`src/design/assert_macros.svh`:
```
// assertion macros for the dispatcher
`ifndef ASSERT_MACROS_SVH
`define ASSERT_MACROS_SVH
`define ASSERT_CLK(label, clk, rst, prop, msg) \
   label: assert property (@(posedge clk) disable iff (rst) (prop)) else $error(msg);
`define ASSERT_CLK_NORST(label, clk, prop, msg) \
   label: assert property (@(posedge clk) (prop)) else $error(msg);
`endif

```
`src/design/mlqd_pkg.sv`:
```
// ----------------------------------------------------------------------------
// mlqd_pkg
// types and constants of the multilevel queue dispatcher
// ----------------------------------------------------------------------------
package mlqd_pkg;
   localparam int NUM_LEVELS = 8;
   localparam int FIFO_DEPTH = 16;
   localparam int NUM_CPUS   = 4;
   localparam int ID_BITS    = 8;
   localparam int LVL_W  = $clog2(NUM_LEVELS);
   localparam int PTR_W  = $clog2(FIFO_DEPTH);
   localparam int CNT_W  = $clog2(FIFO_DEPTH + 1);
   localparam int SLOT_W = 9;
   localparam int ADDR_W = LVL_W + PTR_W;

   localparam logic FUNC_ENQUEUE  = 1'b0;
   localparam logic FUNC_DISPATCH = 1'b1;

   typedef enum logic [1:0] {
      ST_IDLE,
      ST_READ,
      ST_OUT
   } state_type;

   typedef struct packed {
      logic               we;
      logic [ADDR_W-1:0]  waddr;
      logic [ID_BITS-1:0] wdata;
      logic               re;
      logic [ADDR_W-1:0]  raddr;
   } mem_ctl_type;
endpackage

```
`src/design/mlqd_if.sv`:
```
// ----------------------------------------------------------------------------
// mlqd_req_if / mlqd_rsp_if
// valid-ready channels of the dispatcher
// ----------------------------------------------------------------------------
interface mlqd_req_if;
   logic       valid;
   logic       ready;
   logic       func;
   logic [7:0] process_id;
   logic [2:0] priority_req;
   logic [1:0] cpu_index;
   modport source (output valid, func, process_id, priority_req, cpu_index, input ready);
   modport sink (input valid, func, process_id, priority_req, cpu_index, output ready);
endinterface

interface mlqd_rsp_if;
   logic       valid;
   logic       ready;
   logic       found;
   logic [7:0] granted_id;
   logic       all_empty;
   logic       enqueue_dropped;
   modport source (output valid, found, granted_id, all_empty, enqueue_dropped, input ready);
   modport sink (input valid, found, granted_id, all_empty, enqueue_dropped, output ready);
endinterface

```
`src/design/multilevel_queue_dispatcher_top.sv`:
```
// ----------------------------------------------------------------------------
// multilevel_queue_dispatcher_top
// per-level id fifos with weighted round-robin dispatch across cpus
// ----------------------------------------------------------------------------
// Each request is handled in steps: on transfer the level is selected from the
// non-empty mask with a rotating priority encoder and the id memory access is
// issued, the registered memory read follows, then the result sits in the
// output register. A new request is taken only when the result has been
// transferred. The id memory needs no clearing after reset.
`include "assert_macros.svh"
module multilevel_queue_dispatcher_top (
   input  logic       clock,
   input  logic       reset,
   input  logic       csr_we,
   input  logic [7:0] csr_wdata,
   mlqd_req_if.sink   req,
   mlqd_rsp_if.source rsp
);
   localparam int NL = mlqd_pkg::NUM_LEVELS;
   localparam int LW = mlqd_pkg::LVL_W;

   mlqd_pkg::state_type state_ff, state_in;
   logic [7:0] inc_ff;
   logic [mlqd_pkg::PTR_W-1:0] head_ff [NL];
   logic [mlqd_pkg::CNT_W-1:0] count_ff [NL];
   logic [mlqd_pkg::SLOT_W-1:0] slot_ff [NL];
   logic [LW-1:0] cursor_ff [mlqd_pkg::NUM_CPUS];
   logic found_ff, found_in, drop_ff, drop_in, empty_ff;
   logic [7:0] gid_ff;
   mlqd_pkg::mem_ctl_type ctl;
   logic [mlqd_pkg::ID_BITS-1:0] rdata;
   logic [NL-1:0] nonempty;
   logic [LW-1:0] start, pick;
   logic hit, accept;

   mlqd_store u_store (.clock(clock), .ctl(ctl), .rdata(rdata));

   assign accept = req.valid && req.ready;
   assign req.ready = (state_ff == mlqd_pkg::ST_IDLE);
   assign rsp.valid = (state_ff == mlqd_pkg::ST_OUT);
   assign rsp.found = found_ff;
   assign rsp.granted_id = gid_ff;
   assign rsp.all_empty = empty_ff;
   assign rsp.enqueue_dropped = drop_ff;

   always_comb begin
      for (int i = 0; i < NL; i++) nonempty[i] = (count_ff[i] != '0);
      start = cursor_ff[req.cpu_index];
      hit = 1'b0;
      pick = '0;
      for (int k = NL - 1; k >= 0; k--) begin
         if (nonempty[LW'((32'(start) + k) % NL)]) begin
            hit = 1'b1;
            pick = LW'((32'(start) + k) % NL);
         end
      end
   end

   logic [LW-1:0] plvl;
   logic prio_ok, full;
   logic [mlqd_pkg::SLOT_W-1:0] slot_sum;
   always_comb begin
      plvl = LW'(req.priority_req);
      prio_ok = (32'(req.priority_req) < NL);
      full = !prio_ok || (32'(count_ff[plvl]) >= mlqd_pkg::FIFO_DEPTH);
      ctl.we = accept && req.func == mlqd_pkg::FUNC_ENQUEUE && !full;
      ctl.waddr = {plvl, mlqd_pkg::PTR_W'(head_ff[plvl] + count_ff[plvl])};
      ctl.wdata = mlqd_pkg::ID_BITS'(req.process_id);
      ctl.re = accept && req.func == mlqd_pkg::FUNC_DISPATCH && hit;
      ctl.raddr = {pick, head_ff[pick]};
      slot_sum = slot_ff[pick] + mlqd_pkg::SLOT_W'(inc_ff);
      found_in = req.func == mlqd_pkg::FUNC_DISPATCH && hit
                 && (32'(req.cpu_index) < mlqd_pkg::NUM_CPUS);
      drop_in = req.func == mlqd_pkg::FUNC_ENQUEUE && full;
      state_in = state_ff;
      case (state_ff)
         mlqd_pkg::ST_IDLE: if (accept) state_in = mlqd_pkg::ST_READ;
         mlqd_pkg::ST_READ: state_in = mlqd_pkg::ST_OUT;
         mlqd_pkg::ST_OUT:  if (rsp.ready) state_in = mlqd_pkg::ST_IDLE;
         default: state_in = mlqd_pkg::ST_IDLE;
      endcase
   end

   always_ff @(posedge clock) begin
      if (reset) begin
         state_ff <= mlqd_pkg::ST_IDLE;
         inc_ff <= 8'd1;
         for (int i = 0; i < NL; i++) begin
            head_ff[i] <= '0;
            count_ff[i] <= '0;
            slot_ff[i] <= '0;
         end
         for (int c = 0; c < mlqd_pkg::NUM_CPUS; c++) cursor_ff[c] <= '0;
      end else begin
         state_ff <= state_in;
         if (csr_we) inc_ff <= csr_wdata;
         if (ctl.we) count_ff[plvl] <= count_ff[plvl] + 1'b1;
         if (accept && req.func == mlqd_pkg::FUNC_DISPATCH
             && 32'(req.cpu_index) < mlqd_pkg::NUM_CPUS) begin
            if (hit) begin
               head_ff[pick] <= mlqd_pkg::PTR_W'(head_ff[pick] + 1'b1);
               count_ff[pick] <= count_ff[pick] - 1'b1;
               if (32'(slot_sum) >= NL - 32'(pick) || count_ff[pick] == 1) begin
                  slot_ff[pick] <= '0;
                  cursor_ff[req.cpu_index] <= LW'((32'(pick) + 1) % NL);
               end else begin
                  slot_ff[pick] <= slot_sum;
                  cursor_ff[req.cpu_index] <= pick;
               end
            end else begin
               cursor_ff[req.cpu_index] <= '0;
            end
         end
      end
   end

   logic re_d_ff;
   always_ff @(posedge clock) begin
      if (accept) begin
         found_ff <= found_in;
         drop_ff <= drop_in;
      end
      re_d_ff <= ctl.re && found_in;
      if (state_ff == mlqd_pkg::ST_READ) begin
         gid_ff <= re_d_ff ? 8'(rdata) : 8'd0;
         empty_ff <= (nonempty == '0);
      end
   end

   `ASSERT_CLK(a_ready_idle, clock, reset, accept |=> state_ff == mlqd_pkg::ST_READ, "no read")
   `ASSERT_CLK(a_one_access, clock, reset, !(ctl.we && ctl.re), "two accesses")
   `ASSERT_CLK(a_hold, clock, reset, rsp.valid && !rsp.ready |=> rsp.valid, "out lost")
endmodule

```
`src/design/mlqd_store.sv`:
```
// ----------------------------------------------------------------------------
// mlqd_store
// id memory of all level fifos, one write and one registered read port
// ----------------------------------------------------------------------------
module mlqd_store (
   input  logic                         clock,
   input  mlqd_pkg::mem_ctl_type        ctl,
   output logic [mlqd_pkg::ID_BITS-1:0] rdata
);
   logic [mlqd_pkg::ID_BITS-1:0] mem [mlqd_pkg::NUM_LEVELS*mlqd_pkg::FIFO_DEPTH];

   always_ff @(posedge clock) begin
      if (ctl.we) begin
         mem[ctl.waddr] <= ctl.wdata;
      end
      if (ctl.re) begin
         rdata <= mem[ctl.raddr];
      end
   end
endmodule

```
`src/flat_wrapper.sv`:
```
// flat-port wrapper written by rule: the top's interface ports become plain ports
module multilevel_queue_dispatcher_top_flat 
  (clock, reset, csr_we, csr_wdata, req_valid, req_func, req_process_id, req_priority_req, req_cpu_index, req_ready, rsp_valid, rsp_found, rsp_granted_id, rsp_all_empty, rsp_enqueue_dropped, rsp_ready);
  mlqd_req_if req_i ();
  mlqd_rsp_if rsp_i ();
  input  logic clock;
  input  logic reset;
  input  logic csr_we;
  input  logic [7:0] csr_wdata;
  input wire logic [$bits(req_i.valid)-1:0] req_valid;
  input wire logic [$bits(req_i.func)-1:0] req_func;
  input wire logic [$bits(req_i.process_id)-1:0] req_process_id;
  input wire logic [$bits(req_i.priority_req)-1:0] req_priority_req;
  input wire logic [$bits(req_i.cpu_index)-1:0] req_cpu_index;
  output wire logic [$bits(req_i.ready)-1:0] req_ready;
  output wire logic [$bits(rsp_i.valid)-1:0] rsp_valid;
  output wire logic [$bits(rsp_i.found)-1:0] rsp_found;
  output wire logic [$bits(rsp_i.granted_id)-1:0] rsp_granted_id;
  output wire logic [$bits(rsp_i.all_empty)-1:0] rsp_all_empty;
  output wire logic [$bits(rsp_i.enqueue_dropped)-1:0] rsp_enqueue_dropped;
  input wire logic [$bits(rsp_i.ready)-1:0] rsp_ready;
  assign req_i.valid = req_valid;
  assign req_i.func = req_func;
  assign req_i.process_id = req_process_id;
  assign req_i.priority_req = req_priority_req;
  assign req_i.cpu_index = req_cpu_index;
  assign req_ready = req_i.ready;
  assign rsp_valid = rsp_i.valid;
  assign rsp_found = rsp_i.found;
  assign rsp_granted_id = rsp_i.granted_id;
  assign rsp_all_empty = rsp_i.all_empty;
  assign rsp_enqueue_dropped = rsp_i.enqueue_dropped;
  assign rsp_i.ready = rsp_ready;
  multilevel_queue_dispatcher_top u_core (.clock(clock), .reset(reset), .csr_we(csr_we), .csr_wdata(csr_wdata), .req(req_i), .rsp(rsp_i));
endmodule
```
`config.mk`:
```
export PLATFORM = sky130hd
export DESIGN_NAME = multilevel_queue_dispatcher_top_flat
export DESIGN_NICKNAME = d
export VERILOG_FILES = /design/src/design/mlqd_pkg.sv /design/src/design/mlqd_if.sv /design/src/design/multilevel_queue_dispatcher_top.sv /design/src/design/mlqd_store.sv /design/src/flat_wrapper.sv
export VERILOG_INCLUDE_DIRS = /design/src /design/src/design
export SDC_FILE = /design/constraint.sdc
export NUM_CORES = 2
export LEC_CHECK = 0
export BUFFER_PORTS_ARGS = -buffer_cell sky130_fd_sc_hd__buf_2
export CAP_MARGIN = 20
export CORE_MARGIN = 2
export CORE_UTILIZATION = 31
export CTS_CLUSTER_DIAMETER = 150
export CTS_CLUSTER_SIZE = 30
export DETAILED_ROUTE_END_ITERATION = 12
export PLACE_DENSITY = 0.5
export SLEW_MARGIN = 15
export SYNTH_ARGS = -nofsm -noshare
export SYNTH_HDL_FRONTEND = slang
export SYNTH_SLANG_ARGS = --single-unit
```
`constraint.sdc`:
```
create_clock -name clock -period 12.2 [get_ports clock]
set_input_delay 1.22 -clock clock [delete_from_list [all_inputs] [get_ports clock]]
set_output_delay 1.22 -clock clock [all_outputs]
set_load 0.01 [all_outputs]
```
==> flow_metrics.tcl <==
set metrics [dict create \
    grt_pass1_wl_um 231000 \
    core_area_um2 166800 \
    drt-pass1-iter-count 5 \
    vias 32710 \
    routed_wl_um 162700 \
    synth.cell_area_um2 51930 \
    synth-compound-area-share 0.05751 \
    reg2reg_depth 28 \
    min_from "u_core.inc_ff[4]" \
    hpwl_um 100400 \
    synth_seq_cells 1210 \
    hold_end "u_core.inc_ff[4]" \
    final_nets 3988 \
    dp.cells 6089 \
    cts.path.max_buffers 3 \
    num-fill-cells 16300 \
    r2r_start "u_core.cursor_ff[0][1]" \
    grt_usage 0.1854 \
    cts_setup_buffers 0 \
    dieArea_um2 170800 \
    fin_skew_ns 0.1017 \
    drt_iter0_drc 3808 \
    synth_seq_area_share 0.6975 \
    cts_hold_buf 0 \
    cp.arrival_ns 9.35 \
    clock_sinks 1210 \
    synth_xor_xnor_area_share 0.004505 \
    fin_ws_ns 3.284 \
    cts_root_buf "clkbuf_16" \
    synthAdderAreaFrac 0.006312 \
    fin_tns_setup_ns 0 \
    cp.required_ns 12.63 \
    grt_pass1_vias 30510 \
    synth_area_per_cell_um2 13.07 \
    worstMarginPinSlew_ns 1.208 \
    die-height_um 413.3 \
    grt_max_degree 160 \
    htree_levels 2 \
    synth_top_cell_area_share 0.6933 \
    place_ws_ns 2.622 \
    yosys.area.top_type "edfxtp_1" \
    critPathLaunchType "input pin" \
    ys_warn_count 0 \
    slew_viol_final 0 \
    drc 0 \
    setup_viol 0 \
    path_clk_slew_ns 0.12 \
    drv_cap 0 \
    holdPathStages 2 \
    crit_type "input pin to register" \
    layout_worst_path_cycle_share 0.7308 \
    synth-edff-count 1199 \
    synth_top_flop_cell "edfxtp_1" \
    grt-ovfl-total 0 \
    synth_mux_area_frac 0.06324 \
    place_congestion 0.8607 \
    outcome "complete, no violations" \
    p_leak_uw 0.01835 \
    post_drt_via_cell_ratio 5.312 \
    r2r_slack_ns 3.69 \
    wl_per_cell_um 26.41 \
    ant_nets 0 \
    async_reset_ff_frac 0 \
    cp_slowest_cell "inv_1" \
    ctsResizeCount 0 \
    hold_viol 0 \
    synthCells 3972 \
    synthDistinctLibCells 96 \
    ir_drop_mv 0.1340 \
    rows 150 \
    synth_commonest_cells "edfxtp_1 (1,199), nand2_1 (844), nand3_1 (351)" \
    max_slew_margin 0.1914 \
    num_io_pins 40 \
    crit_path_max_incr_delay_ns 0.66 \
    antenna_found_initial 1 \
    synth-simple-area-share 0.1448 \
    synth_area_leaders "edfxtp_1 (69%), nand2_1 (6.1%), mux2i_1 (4.8%)" \
    die_w_um 413.3 \
    rsz0062_at_grt "no" \
    fmax_mhz 112.2 \
    synth_top_family_by_area "simple AND/OR/NAND/NOR gates" \
    numCtsBuffers 47 \
    io_buffers 39 \
    critical_path.max_fanout 38 \
    clkLatencyLatePin_ns 0.72 \
    syn2layout_area_growth_pct 7.717 \
    fin_cells 6158 \
    cts_tree "built" \
    period_needed_ns 8.916 \
    r2r_end "u_core.cursor_ff[1][1]" \
    synth_most_common_cell "edfxtp_1" \
    powerDensity_nw_per_um2 176.6 \
    min_path_type "register to register" \
    drive_above_1_share 0.06501 \
    start_util 0.3113 \
    worst_setup_path_end_kind "register" \
]
worst max-delay path by stage:
stage                           from                     end  slack (ns)
CTS                 req_cpu_index[1]  u_core.cursor_ff[1][1]        3.40
global placement    req_cpu_index[1]  u_core.cursor_ff[1][2]        2.81
detailed placement  req_cpu_index[1]  u_core.cursor_ff[1][1]        2.62
finish              req_cpu_index[1]  u_core.cursor_ff[1][1]        3.28
global route        req_cpu_index[1]  u_core.cursor_ff[1][1]        2.74
floorplan           req_cpu_index[1]  u_core.cursor_ff[2][2]        3.78
cell usage in the layout, fill, tap and decap left out, drive strengths merged, types with 12 or more instances in the layout:
cell and instances:
a211oi 23, a21oi 103, a22oi 14, a311oi 13
a31oi 36, a32oi 65, and2 15, and3 20
buf 111, clkbuf 61, conb 40, edfxtp 1199
ha 23, inv 27, mux2i 250, mux4 29
nand2 844, nand2b 32, nand3 351, nand4 50
nor2 354, nor2b 12, nor3 30, o211ai 13
o21ai 64, xnor2 14
through the flow:
stage / hold WS (ns) / area [um^2] / total power (uW) / utilization
3_5_place_dp: 0.5087 / 54560 / 7912 / 0.3270
2_1_floorplan: 0.4675 / 52080 / 6662 / -
4_1_cts: 0.5466 / 55910 / 9904 / 0.3351
3_3_place_gp: 0.5108 / 54530 / 7917 / 0.3268
6_report: 0.5423 / 55940 / 9881 / 0.3353
5_1_grt: 0.5506 / 55940 / 10230 / 0.3353
cell families after synthesis:
family	count (synthesis)
and+or+nand+nor	1744
AOI/OAI and AO/OA	416
adders and majority gates	25
other	1
buffers and inverters	262
muxes	289
DFF	1210
xor gates and xnor gates	25
report_power, final:
| group | switching (uW) | total (uW) | internal [uW] |
|---|---|---|---|
| clock | 1300 | 2040 | 746 |
| combinational | 2330 | 3190 | 859 |
| sequential | 29.2 | 4650 | 4620 |
| total | 3660 | 9880 | 6220 |
per-layer routing:
metal	wire, um	vias up	GRT usage	share of wire
met1	73310	16780	0.2687	0.45
met5	12	-	0	0.000074
li1	-	14550	-	-
met4	4100	2	0.04702	0.025
met3	10030	168	0.02275	0.062
met2	75200	1213	0.2945	0.46
worst max-delay path: cells and delay by family:
kind	cells	cell delay, ns
XOR/XNOR	1	0.39
buffers and inverters	6	2.22
AO/OA/AOI/OAI	7	1.85
AND/OR/NAND/NOR	7	0.98
multiplexers	4	1.28
adder cells (fa/ha/maj)	4	1.33
layout make-up:
cell class | instances | area [um^2] | share of cell area
flip-flops and latches | 1210 | 36220 | 0.6476
multi-input cells | 2539 | 14640 | 0.2616
well taps | 2204 | 2758 | 0.04930
clock buffers | 61 | 1250 | 0.02234
repair buffers | 111 | 845.8 | 0.01512
inverters | 27 | 121.4 | 0.002170
clock inverters | 5 | 101.3 | 0.001812
diodes | 1 | 2.502 | 0.00004473
flip-flops by register name (all words and copies together), names as in the netlist:
register,cells
u_core.cursor_ff,12
u_core.count_ff,40
u_core.rsp.granted_id,8
u_core.rsp.enqueue_dropped,1
u_core.head_ff,32
u_core.u_store.rdata,8
u_core.inc_ff,8
u_core.state_ff,2
u_core.slot_ff,72
u_core.rsp.all_empty,1
u_core.rsp.found,1
u_core.re_d_ff,1
u_core.u_store.mem,1024
No activity file was read; power rests on OpenSTA's default activity.
